<file path="config.mk">
export PLATFORM = sky130hd
export DESIGN_NAME = bfpe_front
export DESIGN_NICKNAME = d
export VERILOG_FILES = /design/src/rtl/bfpe_pkg.sv /design/src/rtl/bfpe_front.sv
export SDC_FILE = /design/constraint.sdc
export NUM_CORES = 1
export LEC_CHECK = 0
export BUFFER_PORTS_ARGS = -buffer_cell sky130_fd_sc_hd__buf_4
export CORE_AREA = 2 2 179 181
export DETAILED_ROUTE_END_ITERATION = 12
export DIE_AREA = 0 0 181 183
export GPL_TIMING_DRIVEN = 0
export SLEW_MARGIN = 20
export SYNTH_ARGS = -nofsm -noshare
export SYNTH_HDL_FRONTEND = slang
export SYNTH_SLANG_ARGS = --single-unit
</file>
<file path="constraint.sdc">
create_clock -name clk -period 16.53 [get_ports clk]
set_clock_uncertainty 0.15 [all_clocks]
set_input_delay 1.653 -clock clk [delete_from_list [all_inputs] [get_ports clk]]
set_output_delay 1.653 -clock clk [all_outputs]
set_load 0.01 [all_outputs]
</file>
<file path="src/rtl/bfpe_pkg.sv">
// Shared types and constants for the bloom filter probe engine.
package bfpe_pkg;

	localparam int STORE_WORDS = 1024;
	localparam int MAX_PROBES = 32;
	localparam int WIDX_W = $clog2(STORE_WORDS);
	localparam int BIT_W = WIDX_W + 6;
	localparam int BITS_W = BIT_W + 1;
	localparam int PROBE_W = $clog2(MAX_PROBES + 1);
	localparam int CFG_IDX_W = 2;
	localparam int CFG_DATA_W = 17;

	localparam logic [CFG_IDX_W-1:0] CFG_BITS_IN_USE = 2'd0;
	localparam logic [CFG_IDX_W-1:0] CFG_PROBE_COUNT = 2'd1;
	localparam logic [CFG_IDX_W-1:0] CFG_WRITE_LOCKED = 2'd2;

	localparam logic [1:0] REQ_ADD = 2'd0;
	localparam logic [1:0] REQ_QUERY = 2'd1;
	localparam logic [1:0] REQ_MERGE = 2'd2;
	localparam logic [1:0] REQ_UNKNOWN = 2'd3;

	typedef struct packed {
		logic [1:0] req_type;
		logic [63:0] hash_low;
		logic [63:0] hash_high;
		logic [9:0] merge_word;
		logic [63:0] word_data;
	} req_t;

	typedef struct packed {
		logic present;
		logic status;
	} rsp_t;

	// Classified job handed from front to back.
	typedef struct packed {
		logic [1:0] kind;
		logic locked;
		logic merge_ok;
		logic [63:0] base;
		logic [63:0] step;
		logic [WIDX_W-1:0] widx;
		logic [63:0] wdata;
		logic [BITS_W-1:0] count;
		logic pow2;
		logic [PROBE_W-1:0] nprobe;
	} job_t;

endpackage

</file>
<file path="src/rtl/bfpe_front.sv">
// Front end: clamps config, classifies items and queues jobs.
module bfpe_front (
	input logic clk,
	input logic arst_n,
	input logic start,
	input bfpe_pkg::req_t req,
	input logic [bfpe_pkg::BITS_W-1:0] cfg_bits,
	input logic [5:0] cfg_probes,
	input logic cfg_locked,
	output logic busy,
	output logic job_valid,
	output bfpe_pkg::job_t job,
	input logic job_take
);
	import bfpe_pkg::*;

	logic full_q;
	job_t job_q;
	job_t nj;
	logic [BITS_W-1:0] cnt;
	logic [PROBE_W-1:0] np;
	logic [BITS_W-1:0] words;

	always_comb begin
		cnt = cfg_bits;
		if (cfg_bits < BITS_W'(64)) cnt = BITS_W'(64);
		if (cfg_bits > BITS_W'(STORE_WORDS * 64)) cnt = BITS_W'(STORE_WORDS * 64);
		if (cfg_probes == 6'd0) np = PROBE_W'(1);
		else if (cfg_probes > 6'(MAX_PROBES)) np = PROBE_W'(MAX_PROBES);
		else np = PROBE_W'(cfg_probes);
		words = (cnt + BITS_W'(63)) >> 6;
		nj.kind = req.req_type;
		nj.locked = cfg_locked;
		nj.merge_ok = BITS_W'(req.merge_word) < words
			&& 32'(req.merge_word) < STORE_WORDS;
		nj.base = req.hash_low;
		nj.step = req.hash_high | 64'd1;
		nj.widx = WIDX_W'(req.merge_word);
		nj.wdata = req.word_data;
		nj.count = cnt;
		nj.pow2 = (cnt & (cnt - BITS_W'(1))) == '0;
		nj.nprobe = np;
	end

	assign busy = full_q;
	assign job_valid = full_q;
	assign job = job_q;

	always_ff @(posedge clk or negedge arst_n) begin
		if (!arst_n) begin
			full_q <= 1'b0;
		end else if (start && !busy) begin
			full_q <= 1'b1;
		end else if (job_take) begin
			full_q <= 1'b0;
		end
	end

	always_ff @(posedge clk) begin
		if (start && !busy) begin
			job_q <= nj;
		end
	end
endmodule

</file>
==> results of run 1 <==
flip-flops by register name, indices dropped and copies added (netlist names):
signal and count:
job 229, busy 1
worst max-delay path by stage:
stage / endpoint
after detailed placement: job[226]$_DFFE_PP_
after global placement: job[113]$_DFFE_PP_
final: job[226]$_DFFE_PP_
after global routing: job[226]$_DFFE_PP_
after floorplan: job[0]$_SDFFCE_PP1P_
after CTS: job[226]$_DFFE_PP_
cells in the final DEF, fill, tap and decap left out, types with 2 or more instances in the layout:
cell type,count
sky130_fd_sc_hd__nor3_1,4
sky130_fd_sc_hd__o2111ai_1,2
sky130_fd_sc_hd__or2_2,3
sky130_fd_sc_hd__a221oi_1,2
sky130_fd_sc_hd__edfxtp_1,229
sky130_fd_sc_hd__nand2_1,14
sky130_fd_sc_hd__nand2b_1,4
sky130_fd_sc_hd__buf_16,5
sky130_fd_sc_hd__nor2_1,11
sky130_fd_sc_hd__xor2_1,4
sky130_fd_sc_hd__clkinv_2,6
sky130_fd_sc_hd__diode_2,2
sky130_fd_sc_hd__buf_12,4
sky130_fd_sc_hd__clkinv_1,7
sky130_fd_sc_hd__o21ai_0,2
sky130_fd_sc_hd__clkbuf_1,8
sky130_fd_sc_hd__o211ai_1,2
sky130_fd_sc_hd__and2_1,4
sky130_fd_sc_hd__a21o_1,2
sky130_fd_sc_hd__nor2b_1,12
sky130_fd_sc_hd__clkbuf_16,25
sky130_fd_sc_hd__nand3_1,3
sky130_fd_sc_hd__xnor2_1,4
sky130_fd_sc_hd__and3_1,5
sky130_fd_sc_hd__inv_1,3
sky130_fd_sc_hd__ha_1,10
sky130_fd_sc_hd__buf_4,462
sky130_fd_sc_hd__a21oi_1,8
layout make-up:
type | instances | area, µm²
Inverter | 3 | 11.3
Clock inverter | 15 | 95.1
Sequential cell | 230 | 6900
Buffer | 10 | 53.8
Multi-Input combinational cell | 117 | 815
Tap cell | 402 | 503
Clock buffer | 28 | 637
Antenna cell | 2 | 5.00
Timing Repair Buffer | 467 | 3660
Fill cell | 2914 | 18600
metal layers:
metal	global-route usage, %	vias to the layer above	routed length, µm
met3	5.92	34	2750
met1	15.3	2536	8670
met5	0	-	16
met2	23.2	268	12100
li1	-	2402	-
met4	3.38	2	387
report_power, final:
| part | total (W) | switching (W) | internal (W) | leakage (nW) |
|---|---|---|---|---|
| Combinational | 0.000171 | 0.0000781 | 0.0000929 | 2.64 |
| Clock | 0.000509 | 0.000219 | 0.000290 | 0.364 |
| Sequential | 0.000702 | 0.0000115 | 0.000690 | 2.15 |
logic make-up after synthesis:
family                   count (synthesis)  share of synthesized area (%)
other                                    1                         0.0482
AND/OR/NAND/NOR                         70                           5.17
XOR/XNOR                                 8                          0.901
flip-flops                             230                           88.8
adder cells (fa/ha/maj)                 10                           1.61
buffers and inverters                   13                          0.837
AO/OA/AOI/OAI                           28                           2.66
stage by stage:
step / hold slack [ns] / instance area (µm²)
3_5_place_dp: 0.429 / 11900
6_report: 0.450 / 12700
2_1_floorplan: 0.389 / 7770
3_3_place_gp: 0.366 / 11700
4_1_cts: 0.441 / 12700
5_1_grt: 0.499 / 12700
==> flow_summary.toml, run 1 <==
[run_status]
result_of_the_run = "finished, final reports clean"

[synth]
edff_count_synth = 229
synth_common_cells = "229 x sky130_fd_sc_hd__edfxtp_1, 14 x sky130_fd_sc_hd__nand2_1, 13 x sky130_fd_sc_hd__nor2b_1"
synth_cell_types = 44
postSynth.asyncResetShare_pct = 0.435
seq_area_frac_synth_pct = 88.8
avgSynthCellArea_um2 = 21.6
syn_area_mm2 = 0.00777
yosys.area.top_type = "sky130_fd_sc_hd__edfxtp_1"
post-synth-top-count-cell = "sky130_fd_sc_hd__edfxtp_1"
synth-main-ff-cell = "sky130_fd_sc_hd__edfxtp_1"
synth.yosys.warnings = 0
mappedNetlistNets = 602
synth_largest_type_area_fraction_pct = 88.5
synth.ff_latch_count = 230
syn-instance-count = 360
yosys-top-cells-area = "sky130_fd_sc_hd__edfxtp_1 88%, sky130_fd_sc_hd__ha_1 1.6%, sky130_fd_sc_hd__nor2b_1 1.0%"

[sta]
layout_worst_path_cycle_share_pct = 23.6
setup_viol_count_final = 0
rsz0062_at_grt = "false"
max_clock_freq_mhz = 257
slew_headroom_pct = 53.7
finalCriticalPeriod_ns = 3.89
worst_slack_ns = 12.64
slew_viol_final = 0
hold_viol_final = 0
tightest_slew_ns = 0.692
totalNegativeSetupSlack_ns = 0

[worst_setup_path]
critical-path-top-cell-by-count = "sky130_fd_sc_hd__a21o_1"
critical_path.startpoint = "cfg_bits[7]"
cp_data_arrival_time_ns = 4.09
timing.critical_path.required_ns = 16.73
worstReg2RegStart = "busy$_DFFE_PN0P_"
worst_r2r_path_depth = 4
cp_num_cells = 13
timing.critical_path.fanout_max = 10
critical_path_buf_inv_count = 2
critPathTopFamily = "simple AND/OR/NAND/NOR gates"
reg2reg_setup_slack_ns = 14.33
crit_path_top_delay_cell = "sky130_fd_sc_hd__nor4_4"
timing.critical_path.to_type = "flip-flop"
crit_type = "primary input to flip-flop"
rr_endpoint = "job[133]$_DFFE_PP_"
timing.critical_path.cells = "buf_4 > nor4_4 > nand4b_1 > clkbuf_1 > and2_1 > nor2b_1 > ha_1 > nand2b_1 > a21o_1 > a21o_1 > a21oi_1 > o211ai_1 > o2111ai_1"
timing.critical_path.from_type = "primary input"
critPathMaxStageDelay_ns = 0.32

[global_routing]
grt_pass1_wl_mm = 33.5
global_routing_usage_summed_across_all_routing_layers_pct = 13.5
grt_start_max_net_pins = 30
antenna_violations_before_repair = 3
grt-ovfl-total = 0
via_count_of_the_first_global_routing_pass = 5286

[routing]
wirelength_mm = 23.9
post_drt_wl_per_cell_um = 18.8
route.antenna.remaining_nets = 0
initial_drc_count = 248
drt_pass1_iterations = 6
vias_per_cell = 4.11
drc_errors = 0
vias = 5242

[final_layout]
area_growth_pct = 63.1
finish.net_count = 1096
drive_gt1_share_pct = 59.2
final_core_util_pct = 40.6
stdcell_count = 1274

[placement]
instance_count_after_placement_with_tap_cells_included = 1229
gp_congestion = 0.812
port-buffer-count = 458
detailedPlace.worstSlack_ns = 12.13
dp.final_hpwl_mm = 19.0

[clocking]
cts_buffer_depth = 3
hold_buffer_count_at_cts = 0
insertion_delay_ns = 0.51
numCtsBuffers = 25
post_cts_buffers = 0
clock_tree.htree_level_count = 1
clk_pin_slew_worst_paths_ns = 0.07
cts.sinks = 230
cts_tree = "done"
clockRootBuffer = "sky130_fd_sc_hd__clkbuf_16"
cts_resized = 0

[power]
irDropWorstVdd_mv = 0.0658
power.leakage_nw = 5.16
power.density_mw_per_mm2 = 109
finalPower_w = 0.00138

[die]
dieHeight_um = 183
core-area_mm2 = 0.0312
initial_utilization_pct = 24.9
dieWidth_um = 181
ios = 464
floorplan_die_area_mm2 = 0.0331
row_count = 65

[hold_path]
hold_depth = 1
min_delay_path_class = "flip-flop to flip-flop"
hold-path-endpoint = "busy$_DFFE_PN0P_"
hp-start = "busy$_DFFE_PN0P_"

[job]
count_of_maximum_capacitance_violations = 0
Power figures use the tool's default switching activity.
==> run 2: changes to the inputs <==
clock period = 3.6 ns   (was 16.53 ns; I/O delays follow)
==> run 2 against run 1 <==
  * Register-to-register slack lost 13 ns
  * Clock power grew to 4.9 times the previous value
  * Count of clock-buffer cells in the layout is 4 higher
  * Hold slack worse by 0.41 ns
  * Sequential share of layout area fell by 8.1 points
  * Flip-flop and latch count stayed put
  * Final area up 17%
  * Power rose to 4.9 times the previous value
  * Combinational power increased to 5.8 times the previous value
  * Core utilization rose by 7.1 points
  * Cell count up 17%
  * Critical path type unchanged
==> flow_summary.toml, run 2 (synthesis results as in run 1) <==
[worst_setup_path]
crit_type = "primary input to flip-flop"
timing.critical_path.required_ns = 3.82
rr_endpoint = "job[152]$_DFFE_PP_"
worst_r2r_path_depth = 5
timing.critical_path.fanout_max = 4
timing.critical_path.to_type = "flip-flop"
timing.critical_path.from_type = "primary input"
reg2reg_setup_slack_ns = 1.41
worstReg2RegStart = "busy$_DFFE_PN0P_"
cp_data_arrival_time_ns = 2.97

[clocking]
cts_resized = 0
post_cts_buffers = 0
hold_buffer_count_at_cts = 216
clockRootBuffer = "sky130_fd_sc_hd__clkbuf_16"
numCtsBuffers = 27
clk_pin_slew_worst_paths_ns = 0.06
clock_tree.htree_level_count = 1
cts_tree = "done"
insertion_delay_ns = 0.53
cts_buffer_depth = 3
cts.sinks = 230

[placement]
dp.final_hpwl_mm = 18.8
gp_congestion = 0.808
port-buffer-count = 458
placement.cell_area_mm2 = 0.0119

[final_layout]
drive_gt1_share_pct = 47.4
most-common-layout-cells = "462 x sky130_fd_sc_hd__buf_4, 229 x sky130_fd_sc_hd__edfxtp_1, 216 x sky130_fd_sc_hd__dlygate4sd3_1"
largest_reg_flops = 229
area_growth_pct = 91.4
multi_input_area_um2 = 815
finish.net_count = 1314
layout_commonest_cell = "sky130_fd_sc_hd__buf_4"
filler_cell_count = 2734
final_instance_area_mm2 = 0.0149
sequential_cell_area_mm2 = 0.00690

[global_routing]
antenna_violations_before_repair = 2
grt_start_max_net_pins = 30
busiest_layer = "met2"
grt.met1_usage_pct = 16.6
via_count_of_the_first_global_routing_pass = 6681
grt-ovfl-total = 0
global_routing_usage_summed_across_all_routing_layers_pct = 15.3
grt.met3_usage_pct = 6.25
grt_pass1_wl_mm = 38.6
global_route.usage.met2_pct = 27.7

[die]
row_count = 65
initial_utilization_pct = 24.9
dieWidth_um = 181
core-area_mm2 = 0.0312
floorplan_die_area_mm2 = 0.0331
dieHeight_um = 183
ios = 464

[power]
power.density_mw_per_mm2 = 451
irDropWorstVdd_mv = 0.332
finalPower_w = 0.00671
power.leakage_nw = 6.08

[hold_path]
hp-start = "cfg_bits[0]"
hold-path-endpoint = "job[7]$_DFFE_PP_"
hold_depth = 2
min_delay_path_class = "primary input to flip-flop"

[run_status]
result_of_the_run = "finished, final reports clean"

[sta]
slew_viol_final = 0
max_clock_freq_mhz = 363
layout_worst_path_cycle_share_pct = 76.5
finalCriticalPeriod_ns = 2.75
setup_viol_count_final = 0
rsz0062_at_grt = "false"
hold_viol_final = 0

[routing]
drc_errors = 0
initial_drc_count = 243
vias_per_cell = 4.11
vias = 6149
wirelength_mm = 26.8
drt_pass1_iterations = 4
post_drt_wl_per_cell_um = 17.9
route.antenna.remaining_nets = 0

[job]
count_of_maximum_capacitance_violations = 0
==> run 2: worst max-delay path: stages <==
cell and delay, ns:
sky130_fd_sc_hd__dlygate4sd3_1 0.53, sky130_fd_sc_hd__buf_4 0.14, sky130_fd_sc_hd__or2_2 0.31, sky130_fd_sc_hd__nor2_1 0.20, sky130_fd_sc_hd__nor2_1 0.11, sky130_fd_sc_hd__o21ai_0 0.15, sky130_fd_sc_hd__a22oi_1 0.11, sky130_fd_sc_hd__ha_1 0.28
sky130_fd_sc_hd__a21o_1 0.16, sky130_fd_sc_hd__a21o_1 0.17, sky130_fd_sc_hd__a21oi_1 0.23, sky130_fd_sc_hd__o211ai_1 0.11, sky130_fd_sc_hd__o2111ai_1 0.08
==> run 2: worst max path at each step <==
stage | from | end | slack (ns) | cells after the start
4_1_cts | cfg_bits[5] | job[226]$_DFFE_PP_ | 0.85 | 13
2_1_floorplan | busy$_DFFE_PN0P_ | job[0]$_SDFFCE_PP1P_ | -0.84 | 1
3_5_place_dp | cfg_bits[1] | job[226]$_DFFE_PP_ | 0.55 | 12
3_3_place_gp | start | job[150]$_DFFE_PP_ | -2.30 | 2
6_report | cfg_bits[5] | job[226]$_DFFE_PP_ | 0.85 | 13
5_1_grt | cfg_bits[5] | job[226]$_DFFE_PP_ | 0.74 | 13
==> run 2: metrics by stage <==
stage	util (%)	hold WS (ns)	TNS, ns	setup WS (ns)	cells
after floorplan	-	-0.0856	-191.96	-0.838	360
after global placement	37.5	-0.0102	-518.66	-2.30	1220
after detailed placement	38.2	-0.0124	0	0.547	1229
after CTS	47.6	0.00577	0	0.845	1492
after global routing	47.6	0.0363	0	0.735	1493
final	47.6	0.0375	0	0.846	1495
==> run 2: routing by layer <==
metal	share of wire, %	up-vias
met5	0	-
met4	2.1	0
met3	11	45
met2	51	301
met1	36	2964
li1	-	2839
==> run 2: cell type report <==
type | instances | share of cell area [%]
multi-input combinational | 117 | 5.47
tap | 402 | 3.38
buffer | 10 | 0.362
inverter | 3 | 0.0757
timing repair buffer | 683 | 38.9
clock inverter | 15 | 0.656
antenna | 3 | 0.0504
sequential | 230 | 46.4
clock buffer | 32 | 4.67
==> run 2: power breakdown <==
part | internal [W] | total [W] | switching [W]
logic | 0.000577 | 0.000991 | 0.000414
clock network | 0.00143 | 0.00250 | 0.00106
registers | 0.00317 | 0.00323 | 0.0000557
total | 0.00518 | 0.00671 | 0.00153
==> run 3: changes to the inputs <==
clock period = 2.6 ns   (was 3.6 ns; I/O delays follow)
==> run 3 against run 2 <==
  * Clock power is 38% higher
  * Cell count is 0.87% higher
  * Routed wire length is 0.50% higher
  * Register-to-register slack got worse by 1.0 ns
  * Sequential share of layout area down 0.40 points
  * Flip-flop and latch count did not move
  * Critical endpoint unchanged
  * Largest cell class unchanged
==> flow_summary.toml, run 3 (synthesis results as in run 1) <==
[run_status]
result_of_the_run = "finished, final reports clean"

[worst_setup_path]
critPathTopFamily = "compound AO/OA/AOI/OAI gates"
cp_data_arrival_time_ns = 2.62
critical_path_buf_inv_count = 1
crit_path_top_delay_cell = "sky130_fd_sc_hd__or4_4"
crit_type = "primary input to flip-flop"
timing.critical_path.fanout_max = 5
timing.critical_path.to_type = "flip-flop"
timing.critical_path.cells = "buf_4 > or4_4 > nor2_1 > nor2_1 > o21ai_0 > a22oi_1 > ha_1 > a21o_1 > a21o_1 > a21oi_1 > o211ai_1 > o2111ai_1"
timing.critical_path.from_type = "primary input"
critPathMaxStageDelay_ns = 0.57
timing.critical_path.required_ns = 2.82

[die]
core-area_mm2 = 0.0312
dieHeight_um = 183
dieWidth_um = 181
floorplan_die_area_mm2 = 0.0331
ios = 464
row_count = 65
initial_utilization_pct = 24.9

[sta]
slew_viol_final = 0
hold_viol_final = 0
finalHoldWorstSlack_ns = 0.0412
layout_worst_path_cycle_share_pct = 92.5
finalCriticalPeriod_ns = 2.40
setup_viol_count_final = 0
max_clock_freq_mhz = 416
rsz0062_at_grt = "false"

[clocking]
cts.sinks = 230
cts_buffer_depth = 3
insertion_delay_ns = 0.53
clk_pin_slew_worst_paths_ns = 0.06
numCtsBuffers = 27
cts_tree = "done"
clock_tree.htree_level_count = 1
clockRootBuffer = "sky130_fd_sc_hd__clkbuf_16"
hold_buffer_count_at_cts = 229
post_cts_buffers = 0
cts_resized = 0

[routing]
vias = 6189
post_drt_wl_per_cell_um = 17.8
drt_pass1_iterations = 4
initial_drc_count = 256
vias_per_cell = 4.10
route.antenna.remaining_nets = 0
drc_errors = 0
wirelength_mm = 26.9

[global_routing]
antenna_violations_before_repair = 2
grt_pass1_wl_mm = 38.8
grt_start_max_net_pins = 30
grt-ovfl-total = 0
global_routing_usage_summed_across_all_routing_layers_pct = 15.4
via_count_of_the_first_global_routing_pass = 6742

[final_layout]
layout_commonest_cell = "sky130_fd_sc_hd__buf_4"
final_core_util_pct = 48.1
finish.net_count = 1327
filler_cell_count = 2716
most-common-layout-cells = "462 x sky130_fd_sc_hd__buf_4, 229 x sky130_fd_sc_hd__dlygate4sd3_1, 229 x sky130_fd_sc_hd__edfxtp_1"
drive_gt1_share_pct = 46.9
largest_reg_flops = 229
multi_input_area_um2 = 815
area_growth_pct = 93.1
sequential_cell_area_mm2 = 0.00690

[power]
power.leakage_nw = 6.13
irDropWorstVdd_mv = 0.449
power.density_mw_per_mm2 = 620

[placement]
dp.final_hpwl_mm = 18.8
gp_congestion = 0.808
port-buffer-count = 458

[hold_path]
min_delay_path_class = "primary input to flip-flop"

[job]
count_of_maximum_capacitance_violations = 0
-- run 3: changes by cell type in the layout (fill, tap and decap cells not counted), sizes merged --
| cell | before | now |
|---|---|---|
| dlygate4sd3 | 216 | 229 |
-- run 3: worst paths after layout --
path / from / end / slack (ns) / cells after the start
max in group asynchronous: arst_n / busy$_DFFE_PN0P_ / 1.71 / 3
min reg2reg: busy$_DFFE_PN0P_ / job[67]$_DFFE_PP_ / 0.58 / 1
min: cfg_bits[6] / job[13]$_DFFE_PP_ / 0.04 / 3
min in group asynchronous: arst_n / busy$_DFFE_PN0P_ / 0.47 / 3
max reg2reg: busy$_DFFE_PN0P_ / job[152]$_DFFE_PP_ / 0.41 / 5
max: cfg_bits[1] / job[226]$_DFFE_PP_ / 0.20 / 12
-- run 3: where the power goes --
part / total, W / switching, W / internal (W)
clock network: 0.00345 / 0.00147 / 0.00199
registers: 0.00447 / 0.0000773 / 0.00439
logic: 0.00139 / 0.000575 / 0.000811
-- run 3: cell type report --
type	count	share of cell area (%)
plain buffers	10	0.358
flip-flops and latches	230	46.0
repair buffers	696	39.5
multi-input cells	117	5.43
well taps	402	3.35
diodes	3	0.0500
clock buffers	32	4.63
clock inverters	15	0.650
inverters	3	0.0750
-- run 3: worst register-to-register path, stage by stage, from the launching register on --
cell and delay, ns:
sky130_fd_sc_hd__dfrtp_2 0.45, sky130_fd_sc_hd__nor2b_4 0.42, sky130_fd_sc_hd__buf_16 0.23, sky130_fd_sc_hd__buf_16 0.19
sky130_fd_sc_hd__buf_12 0.21, sky130_fd_sc_hd__buf_12 0.22
-- run 3: layer usage --
metal | track usage [%] | vias to the layer above | routed length [µm]
li1 | - | 2868 | -
met1 | 16.7 | 2982 | 9710
met2 | 27.8 | 294 | 13900
met3 | 6.22 | 45 | 2800
met4 | 4.00 | 0 | 535
met5 | 0 | - | 0
-- run 3: through the flow --
stage	TNS, ns	area (µm²)	total power, W	worst slack (ns)	std cells
after floorplan	-420.96	7780	0.00488	-1.84	360
after global placement	-738.95	11700	0.00559	-3.26	1220
after detailed placement	-0.353	11900	0.00563	-0.353	1229
after CTS	0	15000	0.00943	0.210	1505
after global routing	0	15000	0.00970	0.0258	1506
final	0	15000	0.00931	0.195	1508
